`config.mk`:
```
export PLATFORM = sky130hd
export DESIGN_NAME = small_rsa_char_modexp_unit
export DESIGN_NICKNAME = d
export VERILOG_FILES = /design/src/hdl/srcm_pkg.sv /design/src/hdl/srcm_dp.sv /design/src/hdl/srcm_ctrl.sv /design/src/hdl/small_rsa_char_modexp_unit.sv
export SDC_FILE = /design/constraint.sdc
export NUM_CORES = 1
export LEC_CHECK = 0
export ABC_AREA = 1
export BUFFER_PORTS_ARGS = -buffer_cell sky130_fd_sc_hd__buf_2
export CORE_ASPECT_RATIO = 0.5
export CORE_MARGIN = 5
export CORE_UTILIZATION = 38
export DETAILED_ROUTE_END_ITERATION = 8
export PLACE_DENSITY = 0.64
export SYNTH_ARGS = -nofsm -noshare
export SYNTH_HDL_FRONTEND = slang
export SYNTH_HIERARCHICAL = 1
export SYNTH_SLANG_ARGS = --single-unit
```
`constraint.sdc`:
```
create_clock -name clk -period 6.35 [get_ports clk]
set_input_delay 0.9525 -clock clk [delete_from_list [all_inputs] [get_ports clk]]
set_output_delay 0.9525 -clock clk [all_outputs]
set_load 0.01 [all_outputs]
```
`src/hdl/srcm_pkg.sv`:
```
`default_nettype none

package srcm_pkg;

    localparam int DEFAULT_VALUE_BITS = 16;

    // reset contents of the configuration registers
    localparam logic [31:0] RESET_MODULUS = 32'd3233;
    localparam logic [31:0] RESET_PUBLIC  = 32'd17;
    localparam logic [31:0] RESET_PRIVATE = 32'd2753;

    localparam int CFG_IDX_W = 2;
    localparam logic [CFG_IDX_W-1:0] CFG_MODULUS = 2'd0;
    localparam logic [CFG_IDX_W-1:0] CFG_PUBLIC  = 2'd1;
    localparam logic [CFG_IDX_W-1:0] CFG_PRIVATE = 2'd2;

    localparam logic OP_ENCRYPT = 1'b0;
    localparam logic OP_DECRYPT = 1'b1;

    typedef struct packed {
        logic load;           // capture request, select exponent, start base reduction
        logic red_step;       // one radix-4 reduction step
        logic mul_sq;         // product <= acc * acc, start reduction
        logic mul_base;       // product <= acc * base, start reduction
        logic base_from_rem;
        logic acc_from_rem;
        logic exp_shift;
        logic out_load;
    } cmd_t;

    typedef struct packed {
        logic red_busy;
        logic exp_msb;
        logic m_small;        // modulus below two
    } sts_t;

endpackage

`default_nettype wire

```
`src/hdl/srcm_dp.sv`:
```
`default_nettype none

module srcm_dp #(
    parameter int VALUE_BITS = srcm_pkg::DEFAULT_VALUE_BITS
) (
    input  wire logic                           clk,
    input  wire logic                           rst_n,
    input  wire logic                           cfg_we,
    input  wire logic [srcm_pkg::CFG_IDX_W-1:0] cfg_index,
    input  wire logic [VALUE_BITS-1:0]          cfg_data,
    input  wire logic                           item_op,
    input  wire logic [VALUE_BITS-1:0]          item_value,
    input  wire srcm_pkg::cmd_t                 cmd,
    output srcm_pkg::sts_t                      sts,
    output logic [VALUE_BITS-1:0]               result
);
    import srcm_pkg::*;

    localparam int VB = VALUE_BITS;
    localparam int PW = 2 * VALUE_BITS;
    localparam int CW = $clog2(VALUE_BITS + 1);

    logic [VB-1:0]   modulus_reg;
    logic [VB-1:0]   public_reg;
    logic [VB-1:0]   private_reg;
    logic [VB-1:0]   base_reg;
    logic [VB-1:0]   acc_reg;
    logic [VB-1:0]   exp_reg;
    logic [VB-1:0]   rem_reg;
    logic [VB-1:0]   rem_next;
    logic [VB-1:0]   result_reg;
    logic [VB+1:0]   m3_reg;
    logic [PW-1:0]   prod_reg;
    logic [CW-1:0]   cnt_reg;
    logic [CW-1:0]   cnt_next;

    logic [VB+1:0]   m1;
    logic [VB+1:0]   m2;
    logic [VB+1:0]   t;
    logic [VB-1:0]   mul_b;
    logic [PW-1:0]   mul_p;

    // configuration registers
    always_ff @(posedge clk or negedge rst_n)
    begin
        if (!rst_n)
        begin
            modulus_reg <= VB'(RESET_MODULUS);
            public_reg  <= VB'(RESET_PUBLIC);
            private_reg <= VB'(RESET_PRIVATE);
        end
        else if (cfg_we)
        begin
            unique case (cfg_index)
                CFG_MODULUS: modulus_reg <= cfg_data;
                CFG_PUBLIC:  public_reg  <= cfg_data;
                CFG_PRIVATE: private_reg <= cfg_data;
                default:     ;
            endcase
        end
    end

    assign m1 = {2'b00, modulus_reg};
    assign m2 = {1'b0, modulus_reg, 1'b0};

    // radix-4 restoring reduction: two product bits per step, remainder stays below m
    assign t = {rem_reg, prod_reg[PW-1 -: 2]};

    always_comb
    begin
        if (t >= m3_reg)
            rem_next = VB'(t - m3_reg);
        else if (t >= m2)
            rem_next = VB'(t - m2);
        else if (t >= m1)
            rem_next = VB'(t - m1);
        else
            rem_next = VB'(t);
    end

    assign mul_b = cmd.mul_base ? base_reg : acc_reg;
    assign mul_p = acc_reg * mul_b;

    always_ff @(posedge clk)
    begin
        if (cmd.load)
        begin
            prod_reg <= PW'(item_value);
            rem_reg  <= '0;
            m3_reg   <= m1 + m2;
            exp_reg  <= (item_op == OP_DECRYPT) ? private_reg : public_reg;
            acc_reg  <= sts.m_small ? VB'(0) : VB'(1);
        end
        else
        begin
            if (cmd.mul_sq || cmd.mul_base)
            begin
                prod_reg <= mul_p;
                rem_reg  <= '0;
            end
            else if (cmd.red_step)
            begin
                prod_reg <= prod_reg << 2;
                rem_reg  <= rem_next;
            end
            if (cmd.acc_from_rem)
                acc_reg <= rem_reg;
            if (cmd.exp_shift)
                exp_reg <= exp_reg << 1;
        end
        if (cmd.base_from_rem)
            base_reg <= rem_reg;
        if (cmd.out_load)
            result_reg <= acc_reg;
    end

    always_comb
    begin
        cnt_next = cnt_reg;
        if (cmd.load || cmd.mul_sq || cmd.mul_base)
            cnt_next = CW'(VB);
        else if (cmd.red_step)
            cnt_next = cnt_reg - CW'(1);
    end

    always_ff @(posedge clk or negedge rst_n)
    begin
        if (!rst_n)
            cnt_reg <= '0;
        else
            cnt_reg <= cnt_next;
    end

    assign sts.red_busy = (cnt_reg != '0);
    assign sts.exp_msb  = exp_reg[VB-1];
    assign sts.m_small  = (modulus_reg[VB-1:1] == '0);
    assign result       = result_reg;

endmodule

`default_nettype wire

```
`src/hdl/srcm_ctrl.sv`:
```
`default_nettype none

module srcm_ctrl #(
    parameter int VALUE_BITS = srcm_pkg::DEFAULT_VALUE_BITS
) (
    input  wire logic           clk,
    input  wire logic           rst_n,
    input  wire logic           s_tvalid,
    output logic                s_tready,
    output logic                m_tvalid,
    input  wire logic           m_tready,
    input  wire srcm_pkg::sts_t sts,
    output srcm_pkg::cmd_t      cmd
);
    import srcm_pkg::*;

    localparam int CW = $clog2(VALUE_BITS + 1);

    localparam logic [2:0] S_IDLE  = 3'd0;
    localparam logic [2:0] S_BRED  = 3'd1;
    localparam logic [2:0] S_SQ    = 3'd2;
    localparam logic [2:0] S_SQRED = 3'd3;
    localparam logic [2:0] S_MB    = 3'd4;
    localparam logic [2:0] S_MBRED = 3'd5;
    localparam logic [2:0] S_FIN   = 3'd6;

    logic [2:0]    state_reg;
    logic [2:0]    state_next;
    logic [CW-1:0] bit_cnt_reg;
    logic [CW-1:0] bit_cnt_next;
    logic          started_reg;
    logic          started_next;
    logic          m_valid_reg;
    logic          m_valid_next;

    always_comb
    begin
        cmd          = '0;
        s_tready     = 1'b0;
        state_next   = state_reg;
        bit_cnt_next = bit_cnt_reg;
        started_next = started_reg;
        unique case (state_reg)
            S_IDLE:
            begin
                s_tready = 1'b1;
                if (s_tvalid)
                begin
                    cmd.load     = 1'b1;
                    bit_cnt_next = CW'(VALUE_BITS);
                    started_next = 1'b0;
                    state_next   = sts.m_small ? S_FIN : S_BRED;
                end
            end
            S_BRED:
            begin
                if (sts.red_busy)
                    cmd.red_step = 1'b1;
                else
                begin
                    cmd.base_from_rem = 1'b1;
                    state_next        = S_SQ;
                end
            end
            S_SQ:
            begin
                // squaring is skipped while acc is still one (leading zero exponent bits)
                if (bit_cnt_reg == '0)
                    state_next = S_FIN;
                else if (started_reg)
                begin
                    cmd.mul_sq = 1'b1;
                    state_next = S_SQRED;
                end
                else
                    state_next = S_MB;
            end
            S_SQRED:
            begin
                if (sts.red_busy)
                    cmd.red_step = 1'b1;
                else
                begin
                    cmd.acc_from_rem = 1'b1;
                    state_next       = S_MB;
                end
            end
            S_MB:
            begin
                if (sts.exp_msb)
                begin
                    cmd.mul_base = 1'b1;
                    started_next = 1'b1;
                    state_next   = S_MBRED;
                end
                else
                begin
                    cmd.exp_shift = 1'b1;
                    bit_cnt_next  = bit_cnt_reg - CW'(1);
                    state_next    = S_SQ;
                end
            end
            S_MBRED:
            begin
                if (sts.red_busy)
                    cmd.red_step = 1'b1;
                else
                begin
                    cmd.acc_from_rem = 1'b1;
                    cmd.exp_shift    = 1'b1;
                    bit_cnt_next     = bit_cnt_reg - CW'(1);
                    state_next       = S_SQ;
                end
            end
            S_FIN:
            begin
                if (!m_valid_reg || m_tready)
                begin
                    cmd.out_load = 1'b1;
                    state_next   = S_IDLE;
                end
            end
            default:
                state_next = S_IDLE;
        endcase
    end

    always_comb
    begin
        m_valid_next = m_valid_reg;
        if (cmd.out_load)
            m_valid_next = 1'b1;
        else if (m_tready)
            m_valid_next = 1'b0;
    end

    always_ff @(posedge clk or negedge rst_n)
    begin
        if (!rst_n)
        begin
            state_reg   <= S_IDLE;
            bit_cnt_reg <= '0;
            started_reg <= 1'b0;
            m_valid_reg <= 1'b0;
        end
        else
        begin
            state_reg   <= state_next;
            bit_cnt_reg <= bit_cnt_next;
            started_reg <= started_next;
            m_valid_reg <= m_valid_next;
        end
    end

    assign m_tvalid = m_valid_reg;

    a_out_load_free: assert property (@(posedge clk) disable iff (!rst_n)
        cmd.out_load |-> (!m_valid_reg || m_tready))
        else $error("result register overwritten while still pending");

    a_accept_leaves_idle: assert property (@(posedge clk) disable iff (!rst_n)
        (s_tvalid && s_tready) |=> (state_reg != S_IDLE))
        else $error("request accepted but controller stayed idle");

    a_bit_cnt_range: assert property (@(posedge clk) disable iff (!rst_n)
        bit_cnt_reg <= CW'(VALUE_BITS))
        else $error("exponent bit counter out of range");

    a_step_when_busy: assert property (@(posedge clk) disable iff (!rst_n)
        cmd.red_step |-> sts.red_busy)
        else $error("reduction step issued with no reduction running");

    a_single_mul: assert property (@(posedge clk) disable iff (!rst_n)
        (cmd.mul_sq || cmd.mul_base) |=> sts.red_busy)
        else $error("multiply did not start a reduction");

endmodule

`default_nettype wire

```
`src/hdl/small_rsa_char_modexp_unit.sv`:
```
`default_nettype none
// Operation: base reduction first, then per exponent bit from the MSB: leading zero bits skip
//   squaring, the leading one bit multiplies by the base unsquared, each later bit squares and,
//   if one, multiplies by the base; a modulus below two goes straight to S_FIN with result zero.
// Requests: one at a time, the next accepted from the cycle after the result is loaded; each
//   modular multiply uses the shared multiplier and the radix-4 reducer, in VALUE_BITS steps.
// Reset (rst_n, async low): modulus 3233, exponents 17 and 2753, controller idle, no result.

module small_rsa_char_modexp_unit #(
    parameter int VALUE_BITS = srcm_pkg::DEFAULT_VALUE_BITS
) (
    input  wire logic                            clk,
    input  wire logic                            rst_n,
    input  wire logic                            cfg_we,
    input  wire logic [srcm_pkg::CFG_IDX_W-1:0]  cfg_index,
    input  wire logic [VALUE_BITS-1:0]           cfg_data,
    input  wire logic                            s_tvalid,
    output logic                                 s_tready,
    input  wire logic [((VALUE_BITS+7)/8)*8-1:0] s_tdata,   // value
    input  wire logic                            s_tuser,   // op
    output logic                                 m_tvalid,
    input  wire logic                            m_tready,
    output logic [((VALUE_BITS+7)/8)*8-1:0]      m_tdata    // result_value
);
    import srcm_pkg::*;

    localparam int DW = ((VALUE_BITS + 7) / 8) * 8;

    cmd_t                  cmd;
    sts_t                  sts;
    logic [VALUE_BITS-1:0] result;

    srcm_ctrl #(
        .VALUE_BITS (VALUE_BITS)
    ) u_ctrl (
        .clk      (clk),
        .rst_n    (rst_n),
        .s_tvalid (s_tvalid),
        .s_tready (s_tready),
        .m_tvalid (m_tvalid),
        .m_tready (m_tready),
        .sts      (sts),
        .cmd      (cmd)
    );

    srcm_dp #(
        .VALUE_BITS (VALUE_BITS)
    ) u_dp (
        .clk        (clk),
        .rst_n      (rst_n),
        .cfg_we     (cfg_we),
        .cfg_index  (cfg_index),
        .cfg_data   (cfg_data),
        .item_op    (s_tuser),
        .item_value (s_tdata[VALUE_BITS-1:0]),
        .cmd        (cmd),
        .sts        (sts),
        .result     (result)
    );

    assign m_tdata = DW'(result);

endmodule

`default_nettype wire
```
Word-level counts from Yosys, hierarchy flattened
Cells that the tools add are included. Widths: inputs -> output; s select.

Register bits after elaboration: 193. Latch bits: 0. Bits in writable memories: 0. ROM bits: 0. Output and inout bits: 18. Memories: 0.

$add $sub $neg: 6. Multiply operators: 1. Divide/modulo/power cells: 0. Order comparisons: 3. Equal/unequal tests: 15. Shifts and indexed selects: 0. Multiplexer cells: 51. Bitwise operators: 0. Reduce and logical (&&, ||, !) cells: 27.

Operator list (number): $mux 16 (10); $mux 32 (2); $sub 16x16->16 (3); $mul 16x16->32 (1); $mux 5 (5); $mux 3 (8); $mux 1 (20); $add 16x17->18 (1); $ge 18x16->1 (1); $ge 18x17->1 (1); $ge 18x18->1 (1); $pmux 3 s6 (1); $logic_not 15->1 (1); $pmux 5 s3 (1); $reduce_bool 2->1 (6); $ne 2x2->1 const B (5); $sub 5x1->5 const B (2); $eq 3x3->1 const B (3); $reduce_and 4->1 (2); $eq 3x2->1 const B (2); $pmux 1 s2 (3); $reduce_and 2->1 (3); $reduce_bool 3->1 (2); $logic_not 5->1 (1); 13 further kinds (18).

Longest topological paths before layout
Gate-level depths: netlist (run 1).

Depth in word-level cells: 6. Depth in mapped cells: 35.

Hierarchy
The synthesis (run 1) kept the hierarchy.

Modules (own cells, without submodules): srcm_dp (times used 1, cells each 2526, area each 19807.7 µm²); srcm_ctrl (times used 1, cells each 119, area each 752.0 µm²).

Worst setup path after synthesis (run 1)
OpenSTA, ideal clock, no wires.

Path kind: register to register. Start: register u_ctrl.state_reg[1]. End: register u_dp.prod_reg[30]. Library setup time: 0.133 ns. Arrival: 6.330 ns. Required time: 6.217 ns. Setup slack: -0.113 ns. Cell stages (with the launch flop): 32. Period minus slack after synthesis: 6.463 ns. Path through: dfrtp_1 > nor2_2 > nand3_2 > inv_1 > inv_1 > buf_2 > nor2_1 > a21oi_1 > inv_1 > clkbuf_1 > nor2_1 > fa_1 > inv_1 > fa_1 > inv_1 > fa_1 > fa_1 > fa_1 > inv_1 > fa_1 > inv_1 > ha_1 > a21oi_1 > o21ai_0 > a21oi_1 > nor2_1 > nor2_1 > nand2_1 > nand2_1 > nand3_1 > nand2_1 > o21ai_0.

RTL lines: from (decl) (line srcm_ctrl.sv:27) `logic [2:0] state_reg;`; from (signal assigned) (line srcm_ctrl.sv:148) `state_reg <= state_next;`; to (signal assigned) (line srcm_dp.sv:88) `prod_reg <= PW'(item_value);`; to (signal assigned) (line srcm_dp.sv:98) `prod_reg <= mul_p;`; to (signal assigned) (line srcm_dp.sv:103) `prod_reg <= prod_reg << 2;`; to (decl) (line srcm_dp.sv:33) `logic [PW-1:0] prod_reg;`.

==> impl_metrics.yaml, run 1 <==
die:
  rows: 60
  die_w_um: 339
  initial_core_util_pct: 38.4
  die_area_um2: 59100
  die_h_um: 174
  core_um2: 53600
  io-pin-count: 58
finish:
  largest_reg_flops: 32
  diodes: 0
  syn_to_final_growth_pct: 19.9
  stdcell_count: 3554
  nets: 3247
  drive_gt1_share_pct: 18.5
global_routing:
  track_usage_pct: 20.1
  grt_pass1_wl_um: 95400
  grt_max_degree: 64
  grt_overflow: 0
  grt_pass1_vias: 17595
  antenna_found_initial: 0
clock_network:
  numCtsBuffers: 17
  clock_latency_ps: 460
  clockRootBuffer: "clkbuf_16"
  cts.sinks: 193
  hold_buffers: 0
  h-tree-depth: 4
  cts_buffer_depth: 2
  cts_tree: "done"
  clk_pin_slew_ps: 80
setup_path:
  required_ps: 6640
  cp_max_fo: 11
  r2r_slack_ps: 140
  cp_slowest_stage_delay_ps: 530
  cp-start-kind: "register"
  cp_common_cell: "fa_1"
  worst_path_max_delay_cell: "fa_1"
  critPathCaptureType: "register"
  crit_arrival_ps: 6500
  criticalPathCategory: "reg2reg"
synthesis:
  async_flop_share_pct: 32.6
  yosysSeqAreaShare_pct: 25.2
  syn_avg_cell_area_um2: 7.77
  synthDistinctLibCells: 50
  netlist_area_um2: 20600
  synth_edf_count: 98
  yosysWarnings: 6
  synth_top_area_cell: "fa_1"
  synth_nets: 3064
  yosys-top-cells-area: "fa_1 19%, edfxtp_1 14%, nand2_1 11%"
  syn-instance-count: 2645
  synth_top_flop_cell: "edfxtp_1"
  synth_top_area_share_pct: 19.3
  synth.ff_latch_count: 193
flow_run:
  drv_cap: 0
drt:
  drt_wl_total_um: 62000
  ant_nets: 0
  num_vias: 18236
  drt_iter0_drc: 1377
  vias_per_cell: 5.13
  drt_pass1_iterations: 5
  routedWlPerCell_um: 17.4
  drc: 0
timing:
  finalCritPeriodShare_pct: 97.8
  fin_worst_skew_ps: 17.4
  max_freq_mhz: 161
  period_minus_slack_ps: 6210
  final-hold-violation-count: 0
  tightestPinTransition_ps: 1140
  slew_viol_final: 0
  setup_viol: 0
  slew_headroom_pct: 23.9
  rsz0062_at_grt: "yes"
place:
  io_buffers: 57
  gp_congestion: 0.951
  hpwl_um: 48400
  post-place-cells: 3493
outcome:
  status: "finished clean"
worst_hold_path:
  hp-class: "reg2reg"
-- placed cells by master, fill, tap and decap left out, types with 5 or more instances in the layout --
cell and count:
a21o_1 10, a21oi_1 100, a21oi_2 28, a21oi_4 9
buf_12 15, buf_2 57, buf_4 146, buf_6 9
clkbuf_16 24, dfrtp_1 51, dfstp_2 12, dfxtp_1 32
edfxtp_1 98, fa_1 189, fa_2 9, ha_1 160
ha_4 20, inv_1 450, inv_2 33, inv_4 6
inv_8 5, nand2_1 585, nand2_2 39, nand2_4 9
nand3_1 129, nand3_2 9, nand3b_1 11, nand4_1 18
nor2_1 214, nor2_2 29, nor2_4 20, nor3_1 11
nor3_4 6, o21a_4 6, o21ai_0 154, o21ai_1 26
o21ai_2 8, o21bai_1 6, xnor2_1 20, xor2_1 24
-- worst paths after layout --
kind	start	to	cells after the start
worst max-delay path	u_ctrl/state_reg[0]$_DFFE_PN0P_	u_dp/prod_reg[28]$_SDFFE_PP0P_	28
worst min register to register	u_dp/prod_reg[16]$_SDFFE_PP0P_	u_dp/prod_reg[16]$_SDFFE_PP0P_	2
worst max register to register	u_ctrl/state_reg[0]$_DFFE_PN0P_	u_dp/prod_reg[28]$_SDFFE_PP0P_	28
max in group asynchronous	rst_n	u_dp/cnt_reg[3]$_DFFE_PN0P_	2
worst min-delay path	u_dp/prod_reg[16]$_SDFFE_PP0P_	u_dp/prod_reg[16]$_SDFFE_PP0P_	2
min in group asynchronous	rst_n	u_dp/public_reg[13]$_DFFE_PN0P_	2
-- through the flow --
step | util (%) | hold WS, ps | cell area, µm² | worst slack (ps) | setup TNS, ps
floorplan | - | 421 | 20600 | 2.15 | 0
global placement | 42.3 | 440 | 22700 | -74.6 | -418
detailed placement | 42.3 | 450 | 22700 | -152 | -1440
CTS | 43.7 | 465 | 23400 | -6.38 | -10.6
global route | 46.0 | 480 | 24600 | -123 | -1430
finish | 46.0 | 466 | 24600 | 140 | 0
-- synth_stat cells (all sizes together) (12+ instances only) --
cell type / instances
nand3: 139
dfxtp: 32
nand2: 633
clkbuf: 52
buf: 19
dfstp: 12
xnor2: 21
xor2: 24
inv: 488
a21oi: 137
fa: 198
nor2: 263
ha: 181
nor3: 21
o21ai: 188
edfxtp: 98
nand4: 19
dfrtp: 51
-- per-layer routing --
metal | GRT usage [%] | vias to the layer above | routed length, µm
li1 | - | 8694 | -
met1 | 27.9 | 8906 | 27800
met2 | 33.4 | 544 | 28900
met3 | 2.50 | 92 | 3680
met4 | 5.73 | 0 | 1620
met5 | 0 | - | 0
-- area by class of cell --
cell class                      count  area, µm²
Tap cell                          713        892
Timing Repair Buffer              234       1960
Timing Repair inverter              1       7.51
Clock inverter                     13        146
Inverter                          494       1870
Sequential cell                   193       5170
Multi-Input combinational cell   1887      14200
Fill cell                        5272      29000
Clock buffer                       19        443
-- cell families (layout without fill, tap and decap cells) --
kind of cell | count (synthesis) | after routing | share of synthesized area, %
buffers and inverters | 565 | 761 | 10.6
AND/OR/NAND/NOR | 1091 | 1091 | 22.0
AO/OA/AOI/OAI | 372 | 372 | 10.0
adder cells (fa/ha/maj) | 379 | 379 | 30.3
flip-flops | 193 | 193 | 25.2
XOR/XNOR | 45 | 45 | 1.92
-- worst max-delay path, delay by kind of cell, from the launching register on --
kind | cells | cell delay, ps
DFF | 1 | 390
and+or+nand+nor | 10 | 1270
adders and majority gates | 7 | 3130
buffers and inverters | 9 | 910
AOI/OAI and AO/OA | 2 | 310
-- what timing repair did --
action                                  4_1_cts  5_1_grt
resized for setup                            36      248
gates cloned                                  0        8
endpoints found under the setup margin       20       23
pin swaps                                    10      100
buffers inserted                              3       18
Power of run 1 is left out: the tool's default activity adds up to more than one toggle a clock period on the data nets, which glitch-free logic cannot reach.
==> run 2: changes to the inputs <==
--- a/config.mk
+++ b/config.mk
@@ -7,10 +7,10 @@
 export LEC_CHECK = 0
 export ABC_AREA = 1
-export BUFFER_PORTS_ARGS = -buffer_cell sky130_fd_sc_hd__buf_2
 export CORE_ASPECT_RATIO = 0.5
 export CORE_MARGIN = 5
 export CORE_UTILIZATION = 38
 export DETAILED_ROUTE_END_ITERATION = 8
-export PLACE_DENSITY = 0.64
+export DONT_BUFFER_PORTS = 1
+export PLACE_DENSITY = 0.63
 export SYNTH_ARGS = -nofsm -noshare
 export SYNTH_HDL_FRONTEND = slang
==> constraint.sdc (replaced) <==
create_clock -name clk -period 6.35 [get_ports clk]
set_input_delay 0 -clock clk [delete_from_list [all_inputs] [get_ports clk]]
set_output_delay 0 -clock clk [all_outputs]
set_load 0.01 [all_outputs]
==> impl_metrics.yaml, run 2 (synthesized netlist as in run 1, its figures left out) <==
outcome:
  status: "finished clean"
drt:
  drc: 0
  routedWlPerCell_um: 17.3
  drt_pass1_iterations: 6
  drt_wl_total_um: 60800
  drt_iter0_drc: 1397
  num_vias: 17837
  ant_nets: 0
  vias_per_cell: 5.09
timing:
  setup_viol: 0
  max_freq_mhz: 162
  hold_ws_ps: 33.5
  slew_headroom_pct: 26.5
  final-hold-violation-count: 0
  tightestPinTransition_ps: 1100
  slew_viol_final: 0
  fin_worst_skew_ps: 17.9
  rsz0062_at_grt: "yes"
  period_minus_slack_ps: 6190
  fin_ws_ps: 162
  finalCritPeriodShare_pct: 97.4
finish:
  layout_common_cells: "609 x nand2_1, 468 x inv_1, 227 x nor2_1"
  syn_to_final_growth_pct: 16.0
  drive_gt1_share_pct: 12.7
  final_common_cell: "nand2_1"
  fin_area_um2: 23900
  nets: 3196
  largest_reg_flops: 32
place:
  hpwl_um: 48500
  gp_congestion: 0.945
  io_buffers: 0
  pre_cts_ws_ps: -382
  postPlaceCellArea_um2: 22300
setup_path:
  cp_max_fo: 22
  cp-start-kind: "register"
  cp_slowest_stage_delay_ps: 600
  crit_arrival_ps: 6480
  required_ps: 6640
  cp_common_cell: "fa_1"
  critPathCaptureType: "register"
  worst_path_max_delay_cell: "fa_1"
  criticalPathCategory: "reg2reg"
  r2r_slack_ps: 160
global_routing:
  grt_overflow: 0
  grt_pass1_vias: 17642
  track_usage_pct: 20.4
  antenna_found_initial: 1
  grt_pass1_wl_um: 96100
  grt_max_degree: 64
clock_network:
  cts_buffer_depth: 2
  cts.sinks: 193
  clock_latency_ps: 450
  numCtsBuffers: 17
  h-tree-depth: 4
  cts_tree: "done"
  clk_pin_slew_ps: 90
  clockRootBuffer: "clkbuf_16"
die:
  io-pin-count: 58
  initial_core_util_pct: 38.4
  core_um2: 53600
  die_w_um: 339
  rows: 60
  die_area_um2: 59100
  die_h_um: 174
worst_hold_path:
  hp-class: "in2reg"
flow_run:
  drv_cap: 0
run 2: area by class of cell:
cell class / instances / area (µm²)
antenna: 1 / 2.50
clock buffer: 19 / 475
clock inverter: 13 / 153
fill: 5373 / 29700
inverter: 494 / 1860
multi-input combinational: 1887 / 13700
sequential: 193 / 5170
tap: 713 / 892
timing repair buffer: 184 / 1590
run 2: layer usage:
metal / track usage (%) / up-vias / part of all wire, %
met1: 27.7 / 8629 / 44
met5: 0 / - / 0
met3: 2.77 / 101 / 6.0
li1: - / 8574 / -
met2: 34.1 / 533 / 47
met4: 6.15 / 0 / 3.0
run 2: per-stage QoR:
| stage | TNS [ps] | utilization [%] | cells |
|---|---|---|---|
| 2_1_floorplan | 0 | - | 2645 |
| 3_3_place_gp | -3520 | 41.6 | 3426 |
| 3_5_place_dp | -4230 | 41.6 | 3426 |
| 4_1_cts | 0 | 43.6 | 3495 |
| 5_1_grt | -700 | 44.5 | 3504 |
| 6_report | 0 | 44.5 | 3504 |
run 2: path summary, 6_finish.rpt:
| kind | startpoint | end | depth (start not counted) |
|---|---|---|---|
| worst max-delay path | u_ctrl/state_reg[0]$_DFFE_PN0P_ | u_dp/prod_reg[24]$_SDFFE_PP0P_ | 28 |
| worst min-delay path | s_tvalid | u_dp/prod_reg[15]$_DFFE_PP_ | 3 |
| worst max register to register | u_ctrl/state_reg[0]$_DFFE_PN0P_ | u_dp/prod_reg[24]$_SDFFE_PP0P_ | 28 |
| worst min register to register | u_dp/prod_reg[22]$_SDFFE_PP0P_ | u_dp/prod_reg[22]$_SDFFE_PP0P_ | 2 |
| max in group asynchronous | rst_n | u_dp/modulus_reg[0]$_DFFE_PN1P_ | 2 |
| min in group asynchronous | rst_n | u_dp/public_reg[12]$_DFFE_PN0P_ | 2 |
run 2: timing repair:
action	CTS	global route
pin swaps	2	32
endpoints found under the hold margin	146	0
resized for setup	26	116
buffers inserted	1	8
endpoints found under the setup margin	20	22
hold buffers	36	0
run 2: worst max-delay path: cells and delay by family, from the launching register on:
| family | cells | cell delay [ps] |
|---|---|---|
| AO/OA/AOI/OAI | 2 | 240 |
| adder cells (fa/ha/maj) | 7 | 3440 |
| buffers and inverters | 8 | 750 |
| flip-flops | 1 | 400 |
| AND/OR/NAND/NOR | 11 | 1180 |
Power of run 2 is left out for the same reason.
